`config.mk`:
```
export PLATFORM = sky130hd
export DESIGN_NAME = selective_repeat_receive_window
export DESIGN_NICKNAME = d
export VERILOG_FILES = /design/src/srrw_pkg.sv /design/src/srrw_ram.sv /design/src/srrw_ctrl.sv /design/src/srrw_dpath.sv /design/src/selective_repeat_receive_window.sv
export SDC_FILE = /design/constraint.sdc
export NUM_CORES = 2
export LEC_CHECK = 0
export BUFFER_PORTS_ARGS = -buffer_cell sky130_fd_sc_hd__buf_2
export CORE_UTILIZATION = 45
export DETAILED_ROUTE_END_ITERATION = 10
export GPL_ROUTABILITY_DRIVEN = 0
export SYNTH_ARGS = -nofsm -noshare
export SYNTH_HDL_FRONTEND = slang
export SYNTH_SLANG_ARGS = --single-unit
```
`constraint.sdc`:
```
create_clock -name clk_i -period 22.5 [get_ports clk_i]
set_input_delay 3.375 -clock clk_i [delete_from_list [all_inputs] [get_ports clk_i]]
set_output_delay 3.375 -clock clk_i [all_outputs]
set_load 0.005 [all_outputs]
```
`src/srrw_pkg.sv`:
```
// Package for the selective-repeat receive window.
// Holds field widths, opcode and result codes, and the control structs
// shared by the controller, the datapath and the top level.
package srrw_pkg;

  localparam int WINDOW_SLOTS_DEF = 32;

  localparam int OP_W    = 2;
  localparam int SEQ_W   = 31;
  localparam int BASE_W  = 32;
  localparam int LEN_W   = 16;
  localparam int TAG_W   = 16;
  localparam int KIND_W  = 2;
  localparam int FREE_W  = 7;
  localparam int ENTRY_W = SEQ_W + LEN_W + TAG_W;

  // Input opcodes.
  localparam logic [OP_W-1:0] DATA_PACKET   = 2'd0;
  localparam logic [OP_W-1:0] DONE_NOTICE   = 2'd1;
  localparam logic [OP_W-1:0] CLOSE_REQUEST = 2'd2;

  // Result kinds.
  localparam logic [KIND_W-1:0] KIND_DELIVER = 2'd0;
  localparam logic [KIND_W-1:0] KIND_FINISH  = 2'd1;
  localparam logic [KIND_W-1:0] KIND_CLOSED  = 2'd2;

  // Commands from the controller to the datapath.
  typedef struct packed {
    logic accept;
    logic drain;
  } cmd_t;

  // Status from the datapath to the controller.
  typedef struct packed {
    logic store_ok;
    logic head_full;
    logic next_full;
  } status_t;

endpackage

```
`src/srrw_ram.sv`:
```
// Generic single-write, single-read RAM with registered read data.
// No dependencies.
module srrw_ram #(
  parameter int WIDTH = 8,
  parameter int DEPTH = 32
) (
  input  logic                     clk_i,
  input  logic                     we_i,
  input  logic [$clog2(DEPTH)-1:0] waddr_i,
  input  logic [WIDTH-1:0]         wdata_i,
  input  logic                     re_i,
  input  logic [$clog2(DEPTH)-1:0] raddr_i,
  output logic [WIDTH-1:0]         rdata_o
);

  logic [WIDTH-1:0] mem_q [DEPTH];
  logic [WIDTH-1:0] rdata_q;

  always_ff @(posedge clk_i) begin
    if (we_i) begin
      mem_q[waddr_i] <= wdata_i;
    end
    if (re_i) begin
      rdata_q <= mem_q[raddr_i];
    end
  end

  assign rdata_o = rdata_q;

endmodule

```
`src/srrw_ctrl.sv`:
```
// Controller for the receive window: accepts items and sequences the
// in-order drain after a store. Uses srrw_pkg for the command and status structs.
module srrw_ctrl (
  input  logic                         clk_i,
  input  logic                         rst_ni,
  input  logic                         start_i,
  input  logic [srrw_pkg::OP_W-1:0]    opcode_i,
  input  srrw_pkg::status_t            status_i,
  output srrw_pkg::cmd_t               cmd_o,
  output logic                         busy_o
);

  typedef enum logic {
    ST_IDLE,
    ST_DRAIN
  } state_e;

  state_e state_q;
  logic   busy_q;

  always_comb begin
    cmd_o.accept = start_i && !busy_q;
    cmd_o.drain  = (state_q == ST_DRAIN) && status_i.head_full;
  end

  always_ff @(posedge clk_i or negedge rst_ni) begin
    if (!rst_ni) begin
      state_q <= ST_IDLE;
      busy_q  <= 1'b0;
    end else begin
      case (state_q)
        ST_IDLE: begin
          if (start_i && (opcode_i == srrw_pkg::DATA_PACKET) && status_i.store_ok) begin
            state_q <= ST_DRAIN;
            busy_q  <= 1'b1;
          end
        end
        ST_DRAIN: begin
          // The run ends at the first empty slot after the head.
          if (!status_i.head_full || !status_i.next_full) begin
            state_q <= ST_IDLE;
            busy_q  <= 1'b0;
          end
        end
        default: begin
          state_q <= ST_IDLE;
          busy_q  <= 1'b0;
        end
      endcase
    end
  end

  assign busy_o = busy_q;

endmodule

```
`src/srrw_dpath.sv`:
```
// Datapath for the receive window: window checks, slot bookkeeping,
// slot RAM and result registers. Uses srrw_pkg and srrw_ram.
module srrw_dpath #(
  parameter int WINDOW_SLOTS = srrw_pkg::WINDOW_SLOTS_DEF
) (
  input  logic                           clk_i,
  input  logic                           rst_ni,
  input  srrw_pkg::cmd_t                 cmd_i,
  output srrw_pkg::status_t              status_o,
  input  logic [srrw_pkg::OP_W-1:0]      opcode_i,
  input  logic [srrw_pkg::SEQ_W-1:0]     seq_i,
  input  logic [srrw_pkg::LEN_W-1:0]     length_i,
  input  logic [srrw_pkg::TAG_W-1:0]     payload_tag_i,
  output logic                           strobe_o,
  output logic [srrw_pkg::KIND_W-1:0]    kind_o,
  output logic [srrw_pkg::SEQ_W-1:0]     ack_seq_o,
  output logic [srrw_pkg::LEN_W-1:0]     out_length_o,
  output logic [srrw_pkg::TAG_W-1:0]     out_tag_o,
  output logic [srrw_pkg::FREE_W-1:0]    free_slots_o,
  output logic                           last_of_run_o
);

  localparam int IDX_W = $clog2(WINDOW_SLOTS);
  localparam int CNT_W = $clog2(WINDOW_SLOTS + 1);
  localparam logic [IDX_W:0]                 SLOTS_X = (IDX_W + 1)'(WINDOW_SLOTS);
  localparam logic [srrw_pkg::BASE_W-1:0]    SLOTS_B = srrw_pkg::BASE_W'(WINDOW_SLOTS);
  localparam logic [IDX_W-1:0]               LAST_IDX = IDX_W'(WINDOW_SLOTS - 1);
  localparam logic [CNT_W-1:0]               SLOTS_C = CNT_W'(WINDOW_SLOTS);

  logic [srrw_pkg::BASE_W-1:0] base_q, base_d;
  logic [IDX_W-1:0]            bidx_q, bidx_d;
  logic [WINDOW_SLOTS-1:0]     full_q, full_d;
  logic [CNT_W-1:0]            free_q, free_d;
  logic                        final_known_q, final_known_d;
  logic [srrw_pkg::SEQ_W-1:0]  final_seq_q, final_seq_d;
  logic                        closed_q, closed_d;
  logic                        valid_q, valid_d;
  logic [srrw_pkg::KIND_W-1:0] kind_q, kind_d;
  logic [srrw_pkg::FREE_W-1:0] fout_q, fout_d;
  logic                        last_q, last_d;

  logic [srrw_pkg::BASE_W-1:0] seq_ext;
  logic [srrw_pkg::BASE_W-1:0] diff;
  logic                        in_window;
  logic [IDX_W:0]              slot_sum;
  logic [IDX_W-1:0]            slot;
  logic [IDX_W-1:0]            next_idx;
  logic                        store_ok;
  logic                        finish_ok;
  logic                        ram_we;
  logic [srrw_pkg::ENTRY_W-1:0] ram_rdata;

  // The slot of an in-window item is the head slot plus its distance
  // from the base, wrapped once.
  always_comb begin
    seq_ext   = {1'b0, seq_i};
    diff      = seq_ext - base_q;
    in_window = (seq_ext >= base_q) && (diff < SLOTS_B);
    slot_sum  = {1'b0, bidx_q} + {1'b0, diff[IDX_W-1:0]};
    if (slot_sum >= SLOTS_X) begin
      slot = IDX_W'(slot_sum - SLOTS_X);
    end else begin
      slot = slot_sum[IDX_W-1:0];
    end
    next_idx  = (bidx_q == LAST_IDX) ? '0 : bidx_q + 1'b1;
    store_ok  = !closed_q && (opcode_i == srrw_pkg::DATA_PACKET) && in_window &&
                !full_q[slot];
    finish_ok = (base_q != '0) && (base_q > {1'b0, final_seq_q});
  end

  assign status_o.store_ok  = store_ok;
  assign status_o.head_full = full_q[bidx_q];
  assign status_o.next_full = full_q[next_idx];

  assign ram_we = cmd_i.accept && store_ok;

  always_comb begin
    base_d        = base_q;
    bidx_d        = bidx_q;
    full_d        = full_q;
    free_d        = free_q;
    final_known_d = final_known_q;
    final_seq_d   = final_seq_q;
    closed_d      = closed_q;
    valid_d       = 1'b0;
    kind_d        = kind_q;
    fout_d        = fout_q;
    last_d        = last_q;
    if (cmd_i.accept && !closed_q) begin
      case (opcode_i)
        srrw_pkg::DATA_PACKET: begin
          if (store_ok) begin
            full_d[slot] = 1'b1;
            free_d       = free_q - 1'b1;
          end
        end
        srrw_pkg::DONE_NOTICE: begin
          if (!final_known_q) begin
            final_known_d = 1'b1;
            final_seq_d   = seq_i;
          end else if (finish_ok) begin
            valid_d = 1'b1;
            kind_d  = srrw_pkg::KIND_FINISH;
            fout_d  = srrw_pkg::FREE_W'(free_q);
            last_d  = 1'b1;
          end
        end
        srrw_pkg::CLOSE_REQUEST: begin
          closed_d = 1'b1;
          valid_d  = 1'b1;
          kind_d   = srrw_pkg::KIND_CLOSED;
          fout_d   = srrw_pkg::FREE_W'(free_q);
          last_d   = 1'b1;
        end
        default: begin
        end
      endcase
    end else if (cmd_i.drain) begin
      // Deliver the head slot; its RAM word appears with the result beat.
      full_d[bidx_q] = 1'b0;
      free_d         = free_q + 1'b1;
      base_d         = base_q + 1'b1;
      bidx_d         = next_idx;
      valid_d        = 1'b1;
      kind_d         = srrw_pkg::KIND_DELIVER;
      fout_d         = srrw_pkg::FREE_W'(free_q + 1'b1);
      last_d         = !full_q[next_idx];
    end
  end

  always_ff @(posedge clk_i or negedge rst_ni) begin
    if (!rst_ni) begin
      base_q        <= '0;
      bidx_q        <= '0;
      full_q        <= '0;
      free_q        <= SLOTS_C;
      final_known_q <= 1'b0;
      final_seq_q   <= '0;
      closed_q      <= 1'b0;
      valid_q       <= 1'b0;
    end else begin
      base_q        <= base_d;
      bidx_q        <= bidx_d;
      full_q        <= full_d;
      free_q        <= free_d;
      final_known_q <= final_known_d;
      final_seq_q   <= final_seq_d;
      closed_q      <= closed_d;
      valid_q       <= valid_d;
    end
  end

  always_ff @(posedge clk_i) begin
    kind_q <= kind_d;
    fout_q <= fout_d;
    last_q <= last_d;
  end

  srrw_ram #(
    .WIDTH(srrw_pkg::ENTRY_W),
    .DEPTH(WINDOW_SLOTS)
  ) u_slot_ram (
    .clk_i  (clk_i),
    .we_i   (ram_we),
    .waddr_i(slot),
    .wdata_i({seq_i, length_i, payload_tag_i}),
    .re_i   (cmd_i.drain),
    .raddr_i(bidx_q),
    .rdata_o(ram_rdata)
  );

  always_comb begin
    strobe_o      = valid_q;
    kind_o        = kind_q;
    free_slots_o  = fout_q;
    last_of_run_o = last_q;
    if (kind_q == srrw_pkg::KIND_DELIVER) begin
      ack_seq_o    = ram_rdata[srrw_pkg::ENTRY_W-1 -: srrw_pkg::SEQ_W];
      out_length_o = ram_rdata[srrw_pkg::TAG_W +: srrw_pkg::LEN_W];
      out_tag_o    = ram_rdata[srrw_pkg::TAG_W-1:0];
    end else begin
      ack_seq_o    = '0;
      out_length_o = '0;
      out_tag_o    = '0;
    end
  end

endmodule

```
`src/selective_repeat_receive_window.sv`:
```
// Top level of the selective-repeat receive window.
// Instantiates srrw_ctrl and srrw_dpath; uses srrw_pkg.
//
//   Channel   Handshake                 Payload
//   input     start / busy              opcode, seq, length, payload_tag
//   result    strobe_o (one cycle)      kind, ack_seq, out_length, out_tag,
//                                       free_slots, last_of_run
//
// A stored data beat sends the controller to its drain state; busy holds the
// input off while the run drains at one result per cycle, the first result
// going through the state register, then the result and RAM read registers.
// Any other beat, dropped data included, needs no drain; done and close
// beats answer in the following cycle.
// Reset clears the window, the slot flags and all control state at once.
// Results cannot be held off; each one is valid for exactly one cycle.
module selective_repeat_receive_window #(
  parameter int WINDOW_SLOTS = srrw_pkg::WINDOW_SLOTS_DEF
) (
  input  logic                         clk_i,
  input  logic                         rst_ni,
  input  logic                         start,
  output logic                         busy,
  input  logic [srrw_pkg::OP_W-1:0]    opcode_i,
  input  logic [srrw_pkg::SEQ_W-1:0]   seq_i,
  input  logic [srrw_pkg::LEN_W-1:0]   length_i,
  input  logic [srrw_pkg::TAG_W-1:0]   payload_tag_i,
  output logic                         strobe_o,
  output logic [srrw_pkg::KIND_W-1:0]  kind_o,
  output logic [srrw_pkg::SEQ_W-1:0]   ack_seq_o,
  output logic [srrw_pkg::LEN_W-1:0]   out_length_o,
  output logic [srrw_pkg::TAG_W-1:0]   out_tag_o,
  output logic [srrw_pkg::FREE_W-1:0]  free_slots_o,
  output logic                         last_of_run_o
);

  srrw_pkg::cmd_t    cmd;
  srrw_pkg::status_t status;

  srrw_ctrl u_ctrl (
    .clk_i   (clk_i),
    .rst_ni  (rst_ni),
    .start_i (start),
    .opcode_i(opcode_i),
    .status_i(status),
    .cmd_o   (cmd),
    .busy_o  (busy)
  );

  srrw_dpath #(
    .WINDOW_SLOTS(WINDOW_SLOTS)
  ) u_dpath (
    .clk_i        (clk_i),
    .rst_ni       (rst_ni),
    .cmd_i        (cmd),
    .status_o     (status),
    .opcode_i     (opcode_i),
    .seq_i        (seq_i),
    .length_i     (length_i),
    .payload_tag_i(payload_tag_i),
    .strobe_o     (strobe_o),
    .kind_o       (kind_o),
    .ack_seq_o    (ack_seq_o),
    .out_length_o (out_length_o),
    .out_tag_o    (out_tag_o),
    .free_slots_o (free_slots_o),
    .last_of_run_o(last_of_run_o)
  );

endmodule

```
==> impl_metrics.json <==
{
  "outcome": "completed",
  "syn_inst": 4249,
  "dominantRegCellSynth": "edfxtp_1",
  "clock_sinks": 2200,
  "startpoint": "seq_i[1]",
  "final_nets": 4637,
  "antenna_found_initial": 3,
  "seq_area_frac_synth_pct": 75.3,
  "path_buf_inv": 4,
  "grt_pass1_wl_mm": 331,
  "slew_headroom_pct": 21.8,
  "worstPathRequired_ps": 22970,
  "cts-hold-fix-buffers": 0,
  "cts_max_path_buffers": 3,
  "die_w_um": 442,
  "drc": 0,
  "port_buffers": 142,
  "dieArea_mm2": 0.195,
  "initial_core_util_pct": 45.5,
  "hp-start": "u_ctrl.state_q",
  "rr_worst_depth": 12,
  "grt_pass1_vias": 44400,
  "crit_type": "input port to flip-flop",
  "drv_cap": 0,
  "yosysUniqueCellTypes": 80,
  "avgSynthCellArea_um2": 20.5,
  "syn_to_final_growth_pct": 12.6,
  "core_mm2": 0.191,
  "cp_num_cells": 14,
  "syn_nets": 4401,
  "cts_tree": "built",
  "die_height_um": 442,
  "n_fill_cell": 15100,
  "overflow": 0,
  "worstMarginPinSlew_ps": 1170,
  "viasPerCell": 6.19,
  "period_minus_slack_ps": 10080,
  "fin_crit_sh_pct": 44.8,
  "regToRegSetupSlack_ps": 14930,
  "hp-class": "flip-flop to flip-flop",
  "power.density_mw_per_mm2": 84.7,
  "vdd_drop_max_v": 0.0000755,
  "cts-buffers-inserted": 219,
  "max_freq_ghz": 0.0992,
  "grt_use_total_pct": 23.7,
  "start_kind": "input port",
  "finalSetupViolations": 0,
  "post-dp-hpwl_mm": 134,
  "leakage_nw": 32.0,
  "critical_path.max_stage_delay_ps": 1210,
  "post-route-util_pct": 51.3,
  "hold_viol_final": 0,
  "wirelength_mm": 232,
  "cp_top_family": "simple AND/OR/NAND/NOR gates",
  "syn-cell-area_mm2": 0.0870,
  "r2r-start": "u_dpath.bidx_q[0]",
  "synth.area.top_cells": "edfxtp_1 72%, mux4_2 14%, dfrtp_1 3.2%, a22oi_1 2.2%, ha_1 1.2%",
  "ctsResizeCount": 0,
  "row_count": 160,
  "wl_per_cell_um": 32.3,
  "grt_max_degree": 117,
  "end_kind": "flip-flop",
  "crit_chain": "buf_2 > buf_4 > inv_1 > fa_1 > fa_1 > mux4_2 > nand2_1 > a21oi_1 > a2111oi_0 > nand4_1 > nor4_2 > nand3_1 > nor2_4 > buf_4",
  "clk_pin_slew_worst_paths_ps": 60,
  "yosys_warnings": 0,
  "maxSlewViolCount": 0,
  "synth_enable_flop_cells": 2089,
  "vias": 44400,
  "synth-seq-cells": 2200,
  "crit_fanout": 39,
  "worstSkewPairLatency_ps": 860,
  "netlist.area_leader.share_pct": 72.1,
  "crit_slowest_cell": "nor2_4",
  "fin_skew_ps": 59.3,
  "setup-tns-final_ps": 0,
  "cts_setup_buffers": 0,
  "drt_pre_antenna_iters": 6,
  "worstPathArrival_ps": 10540,
  "reg2reg_to": "u_dpath.u_slot_ram.mem_q[6][24]",
  "cts_htree_levels": 4,
  "rsz0062_at_grt": "no",
  "postSynth.asyncResetShare_pct": 5.05,
  "hold_end": "u_ctrl.state_q",
  "synth_top_area_cell": "edfxtp_1",
  "whs_path_depth": 2,
  "drive_gt1_share_pct": 24.8,
  "ant_nets": 0,
  "ios": 143,
  "drtIter0Drc": 5043,
  "cts-root-buf": "clkbuf_16"
}
## state kept, by name, indices dropped and copies added, names as in the netlist
name,cells
u_dpath.u_slot_ram.mem_q,2016
u_dpath.u_slot_ram.rdata_o,63
u_dpath.base_q,32
u_dpath.full_q,32
u_dpath.final_seq_q,31
u_dpath.free_slots_o,7
u_dpath.free_q,6
u_dpath.bidx_q,5
u_dpath.kind_o,2
u_ctrl.busy_o,1
u_ctrl.state_q,1
u_dpath.closed_q,1
u_dpath.final_known_q,1
u_dpath.last_of_run_o,1
u_dpath.strobe_o,1
## metrics by stage
stage / cell area [µm²] / instances / worst slack, ps / hold slack [ps] / total power [mW]
2_1_floorplan: 87000 / 4249 / 12500 / 450 / 4.70
3_3_place_gp: 91000 / 6775 / 11630 / 467 / 4.82
3_5_place_dp: 91000 / 6775 / 11500 / 481 / 4.83
4_1_cts: 97900 / 7179 / 12420 / 494 / 8.34
5_1_grt: 97900 / 7179 / 12090 / 516 / 8.52
6_report: 97900 / 7180 / 12420 / 491 / 8.30
## cells in the final DEF (no fill, tap or decap), types with 9 or more instances in the layout
master	count
edfxtp_1	2089
mux4_2	529
a22oi_1	258
clkbuf_16	219
buf_2	141
nand2_1	110
dfrtp_1	108
o21ai_0	95
nand4_1	94
buf_4	89
inv_1	84
ha_1	81
and2_1	69
nor2_1	58
clkinv_2	52
a21oi_1	50
clkinv_1	50
xnor2_1	45
clkbuf_1	42
nor2_4	34
nand3_1	30
nor3_1	28
o31ai_1	28
a21o_1	20
nor4_1	15
bufinv_16	15
nand2b_1	12
mux2i_1	10
and3_1	9
xor2_1	9
o21a_1	9
## layer usage
| layer | GRT usage, % | vias up | part of all wire [%] |
|---|---|---|---|
| li1 | - | 18300 | - |
| met1 | 34.3 | 24000 | 42 |
| met2 | 38.0 | 1835 | 49 |
| met3 | 4.12 | 292 | 7.4 |
| met4 | 4.83 | 0 | 1.8 |
| met5 | 0 | - | 0 |
## final cells by class
class	instances	area, µm²	area share [%]
Inverter	84	315	0.322
Multi-Input combinational cell	1747	20600	21.0
Timing Repair Buffer	233	1430	1.46
Clock buffer	263	5670	5.78
Antenna cell	1	2.50	0.00255
Tap cell	2511	3140	3.21
Sequential cell	2200	65500	66.9
Clock inverter	141	1310	1.33
## where the power goes
group | total (mW) | switching [mW] | internal [mW]
clock network | 3.55 | 1.58 | 1.97
registers | 4.51 | 0.00647 | 4.50
logic | 0.237 | 0.175 | 0.0618
total | 8.30 | 1.76 | 6.54
## synth_stat cells (10+ instances only)
cell type  number
nand3_1        30
ha_1           81
a22oi_1       258
edfxtp_1     2089
nor3_1         28
o21ai_0        95
buf_2          12
mux2i_1        10
clkbuf_1      143
mux4_2        529
nor2_1         92
a21o_1         20
nand2_1       110
dfrtp_1       110
and2_1         69
nor4_1         15
inv_1          84
and3_1         10
buf_1          52
o31ai_1        28
nand2b_1       12
xnor2_1        45
nand4_1        94
a21oi_1        50
## how the worst max path moves through the flow
stage	end
floorplan	u_dpath.u_slot_ram.mem_q[21][0]
global placement	u_dpath.u_slot_ram.mem_q[6][30]
detailed placement	u_dpath.u_slot_ram.mem_q[6][30]
CTS	u_dpath.u_slot_ram.mem_q[6][30]
global route	u_dpath.u_slot_ram.mem_q[6][30]
finish	u_dpath.u_slot_ram.mem_q[6][24]
## cells by family after synthesis
| logic type | after synthesis | share of synthesized area (%) |
|---|---|---|
| multiplexers | 547 | 13.9 |
| adder cells (fa/ha/maj) | 84 | 1.23 |
| AO/OA/AOI/OAI | 540 | 4.36 |
| XOR/XNOR | 55 | 0.570 |
| flip-flops | 2200 | 75.3 |
| buffers and inverters | 302 | 1.38 |
| AND/OR/NAND/NOR | 521 | 3.20 |
## worst reg2reg max path, stage by stage (launching register included)
cell and delay [ps]:
dfrtp_4 870, ha_1 290, inv_1 60, fa_1 940
mux4_2 590, nand2_1 80, a21oi_1 70, a2111oi_0 460
nand4_1 200, nor4_2 620, nand3_1 960, nor2_4 1220
buf_4 800
Power figures use the tool's default switching activity.
